File: src/rtl/core/fpmr_pkg.sv
// ----------------------------------------------------------------------------
// fpmr_pkg
// Shared codes, memory word locations and interface types of the matrix
// rotate unit.
// ----------------------------------------------------------------------------
package fpmr_pkg;

    // item operations
    localparam logic [1:0] OP_WRITE = 2'd0;
    localparam logic [1:0] OP_READ  = 2'd1;
    localparam logic [1:0] OP_RUN   = 2'd2;

    // result status
    localparam logic [1:0] ST_DONE  = 2'd0;
    localparam logic [1:0] ST_NOOP  = 2'd1;
    localparam logic [1:0] ST_UNSUP = 2'd2;

    // commands held in word 0
    localparam logic [15:0] CMD_NOOP   = 16'h8600;
    localparam logic [15:0] CMD_ROLL   = 16'h8800;
    localparam logic [15:0] CMD_YAW    = 16'h9000;
    localparam logic [15:0] CMD_PITCH  = 16'hA000;
    localparam logic [15:0] CMD_CAMERA = 16'hC000;

    // fixed word locations
    localparam logic [15:0] WORD_CMD   = 16'd0;
    localparam logic [15:0] WORD_BASE  = 16'd6;
    localparam logic [15:0] WORD_SIN   = 16'd7;
    localparam logic [15:0] WORD_COS   = 16'd8;
    localparam logic [15:0] WORD_CAM_A = 16'(16'hF6 / 2);
    localparam logic [15:0] WORD_CAM_B = 16'(16'hF8 / 2);
    localparam logic [15:0] WORD_CAM_C = 16'(16'hFA / 2);

    localparam int FRAC_BITS = 14;

    // one multiply-accumulate request
    typedef struct packed {
        logic               valid;
        logic               clear;  // start a new sum
        logic               neg;    // subtract the product
        logic signed [15:0] a;
        logic signed [15:0] b;
    } t_mac_req;

    // sequencer status toward the handshake logic
    typedef struct packed {
        logic        busy;
        logic        done;
        logic [15:0] read_data;
        logic [1:0]  status;
    } t_core_res;

endpackage

File: src/rtl/core/fpmr_mac.sv
// ----------------------------------------------------------------------------
// fpmr_mac
// Shared signed 16x16 multiplier with a registered product and an exact
// 33-bit accumulator; the result is bits 14 to 29 of the running sum.
// ----------------------------------------------------------------------------
module fpmr_mac
    import fpmr_pkg::*;
(
    input  logic        i_clk,
    input  logic        i_rst_n,
    input  t_mac_req    i_req,
    output logic [15:0] o_result
);

    logic signed [31:0] r_prod;
    logic               r_p_valid;
    logic               r_p_clear;
    logic               r_p_neg;
    logic signed [32:0] r_acc;
    logic signed [32:0] w_prod_ext;
    logic signed [32:0] n_acc;

    // control of the product stage
    always_ff @(posedge i_clk) begin
        if (!i_rst_n) begin
            r_p_valid <= 1'b0;
        end else begin
            r_p_valid <= i_req.valid;
        end
    end

    // product stage
    always_ff @(posedge i_clk) begin
        r_prod    <= i_req.a * i_req.b;
        r_p_clear <= i_req.clear;
        r_p_neg   <= i_req.neg;
    end

    // accumulate stage
    assign w_prod_ext = {r_prod[31], r_prod};

    always_comb begin
        n_acc = r_acc;
        if (r_p_valid) begin
            n_acc = (r_p_clear ? 33'sd0 : r_acc) + (r_p_neg ? -w_prod_ext : w_prod_ext);
        end
    end

    always_ff @(posedge i_clk) begin
        r_acc <= n_acc;
    end

    assign o_result = r_acc[FRAC_BITS+15:FRAC_BITS];

endmodule

File: config.mk
export PLATFORM = sky130hd
export DESIGN_NAME = fpmr_mac
export DESIGN_NICKNAME = d
export VERILOG_FILES = /design/src/rtl/core/fpmr_pkg.sv /design/src/rtl/core/fpmr_mac.sv
export SDC_FILE = /design/constraint.sdc
export NUM_CORES = 1
export LEC_CHECK = 0
export BUFFER_PORTS_ARGS = -buffer_cell sky130_fd_sc_hd__buf_2
export CAP_MARGIN = 20
export CORE_MARGIN = 4
export CORE_UTILIZATION = 49
export CTS_BUF_LIST = sky130_fd_sc_hd__clkbuf_4 sky130_fd_sc_hd__clkbuf_8
export CTS_CLUSTER_DIAMETER = 60
export DETAILED_ROUTE_END_ITERATION = 7
export PLACE_DENSITY_LB_ADDON = 0.2
export SETUP_SLACK_MARGIN = 0.02
export SLEW_MARGIN = 20
export SYNTH_ARGS = -nofsm -noshare
export SYNTH_HDL_FRONTEND = slang
export SYNTH_SLANG_ARGS = --single-unit
File: constraint.sdc
create_clock -name i_clk -period 16.8 [get_ports i_clk]
set_input_delay 2.52 -clock i_clk [delete_from_list [all_inputs] [get_ports i_clk]]
set_output_delay 2.52 -clock i_clk [all_outputs]
set_load 0.03 [all_outputs]
==> reports/metrics.yaml <==
run_status:
  status: "complete, no violations"
sta:
  fin_crit_ns: 8.045
  fmax_mhz: 124.3
  fin_skew_ns: 0.01214
  finalSetupTns_ns: 0
  rsz0062_at_grt: "no"
  slew_viol_final: 0
  tightest_slew_ns: 0.6248
  slew_headroom: 0.5807
  final.period_utilization: 0.4789
  finalHoldViolCount: 0
  setup_viol: 0
global_routing:
  overflow: 0
  grt_max_degree: 31
  grt_pass1_vias: 10101
  gr-usage-all-layers: 0.2000
  grt_pass1_wl_mm: 49.84
  antenna_found_initial: 0
yosys:
  ys_top_cells_by_area: "fa_1 37%, ha_1 10%, inv_1 8.7%"
  syn_nets: 1851
  syn_area_um2: 13390
  synth_cell_types: 55
  synth_area_leader_cell: "fa_1"
  syn-mean-instance-area_um2: 9.199
  synth_warnings: 0
  synthCells: 1456
  synth-edff-count: 30
  ys_ff_latch: 63
  synth_top_cell_area_share: 0.3722
  ys_seq_area_frac: 0.1166
  synth_ff_type: "dfxtp_1"
  async_flop_share: 0
placement:
  gp_congestion: 0.8850
  portBuffers: 52
  place.detailed.hpwl_mm: 23.90
worst_setup_path:
  reg2regPathDepth: 13
  end_kind: "register"
  arrival_ns: 8.29
  cp.required_ns: 17.04
  r2r-start: "r_prod[7]$_DFF_P_"
  cpMaxStageDelayCell: "fa_1"
  critPathTopFamily: "adder cells"
  path_cells: "buf_2, nand2_1, fa_1, inv_1, fa_1, inv_1, fa_1, inv_1, fa_1, fa_1, inv_1, fa_1, inv_1, ha_1, a21o_1, a21o_1, a221o_1, a21oi_1, o21ai_0, a31oi_1, nor4b_1, a311o_1"
  worstSetupPathDepth: 22
  rrSetupSlack_ns: 12.37
  path_max_fanout: 16
  startpoint_type: "primary input"
  worst-setup-path-type: "in -> reg"
  crit_path_max_incr_delay_ns: 0.55
  r2r_end: "r_acc[28]$_DFFE_PP_"
  crit_top_cell: "fa_1"
  cp_num_buf_inv: 6
floorplan:
  dieArea_um2: 30040
  start_util: 0.4970
  fp.dieW_um: 173.3
  core_area_um2: 26950
  ios: 53
  fp.dieH_um: 173.3
  core.rowCount: 60
run:
  cap_violations: 0
routing:
  routed_wl_mm: 28.81
  first_pass_iters: 5
  vias: 9318
  wl_per_cell_um: 15.88
  viasPerCell: 5.137
  drt_iter0_drc: 469
  post-route-drc-count: 0
  postRouteAntennaNets: 0
clock_tree:
  cts_resized: 0
  clk_pin_slew_ns: 0.07
  cts-root-buf: "clkbuf_8"
  clkLatencyLatePin_ns: 0.36
  cts_tree: "done"
  clk_path_buf_depth: 2
  postCtsSetupRepairBufs: 0
  hold_buffers: 0
  htree_levels: 3
  cts_buffers: 9
  cts_sinks: 63
final_layout:
  drive_gt1_frac: 0.05771
  syn_to_final_growth_pct: 4.876
  layout_common_cells: "311 x inv_1, 249 x fa_1, 137 x nand2_1"
  nFillCells: 2541
  layout.nets: 1863
  antennaDiodeCount: 0
  layout_commonest_cell: "inv_1"
worst_hold_path:
  min_delay_path_depth: 1
  hold_start: "r_prod[0]$_DFF_P_"
  hold_path_end: "r_acc[0]$_DFFE_PP_"
  hp-class: "reg -> reg"
per-stage QoR:
stage          instance area, µm²  setup WS (ns)  std cells  hold WS, ns    util
2_1_floorplan               13390          8.807       1456       0.5787       -
3_3_place_gp                13840          8.472       1798       0.6251  0.5136
3_5_place_dp                13840          8.363       1798       0.6247  0.5136
4_1_cts                     14050          8.765       1814       0.6450  0.5212
5_1_grt                     14050          8.395       1814       0.6688  0.5212
6_report                    14050          8.755       1814       0.6284  0.5212
how the worst max path moves through the flow:
stage / slack, ns / startpoint / end
2_1_floorplan: 8.81 / i_req[7] / r_prod[24]$_DFF_P_
4_1_cts: 8.76 / i_req[24] / r_prod[23]$_DFF_P_
3_3_place_gp: 8.47 / i_req[10] / r_prod[24]$_DFF_P_
6_report: 8.75 / i_req[7] / r_prod[24]$_DFF_P_
3_5_place_dp: 8.36 / i_req[24] / r_prod[29]$_DFF_P_
5_1_grt: 8.40 / i_req[1] / r_prod[23]$_DFF_P_
cell type report:
type | count | area, µm² | area share
Inverter | 312 | 1171 | 0.08337
Clock buffer | 10 | 137.6 | 0.009798
Sequential cell | 63 | 1562 | 0.1112
Multi-Input combinational cell | 1027 | 10400 | 0.7403
Tap cell | 341 | 426.7 | 0.03037
Clock inverter | 6 | 68.82 | 0.004899
Timing Repair Buffer | 55 | 282.8 | 0.02013
synthesized netlist by cell type, drive strengths merged (3+ instances only):
library cell	number
edfxtp	30
buf	16
o31ai	12
a221oi	3
nor2	43
o41ai	6
nor2b	37
nand2	137
nand3	10
and3	4
a21oi	39
dfxtp	33
o21ai	39
xnor2	73
a211oi	6
inv	312
nor3	11
nand2b	17
or3	7
ha	109
o21bai	7
a31oi	4
clkbuf	38
and2	135
fa	249
or4	4
a21o	15
xor2	17
or2	3
o22ai	4
o21a	7
state kept, by name, indices dropped and copies added, names as in the netlist:
register,flops
r_acc,30
r_p_valid,1
r_p_clear,1
r_prod,30
r_p_neg,1
metal layers:
metal | vias to the layer above | part of all wire | GRT usage
li1 | 4481 | - | -
met3 | 27 | 0.046 | 0.02377
met1 | 4590 | 0.50 | 0.2993
met5 | - | 0 | 0
met4 | 0 | 0.0094 | 0.03359
met2 | 220 | 0.44 | 0.3198
logic make-up (layout without fill, tap and decap cells):
kind of cell / count (synthesis) / count (layout) / synth area share
flip-flops: 63 / 63 / 0.1166
XOR/XNOR: 90 / 90 / 0.05885
buffers and inverters: 366 / 383 / 0.1071
multiplexers: 1 / 1 / 0.0007473
AND/OR/NAND/NOR: 419 / 419 / 0.1633
AO/OA/AOI/OAI: 159 / 159 / 0.07950
adder cells (fa/ha/maj): 358 / 358 / 0.4740
Power is left out: the tool's default activity adds up to more than one toggle a clock period on the data nets, which glitch-free logic cannot reach.
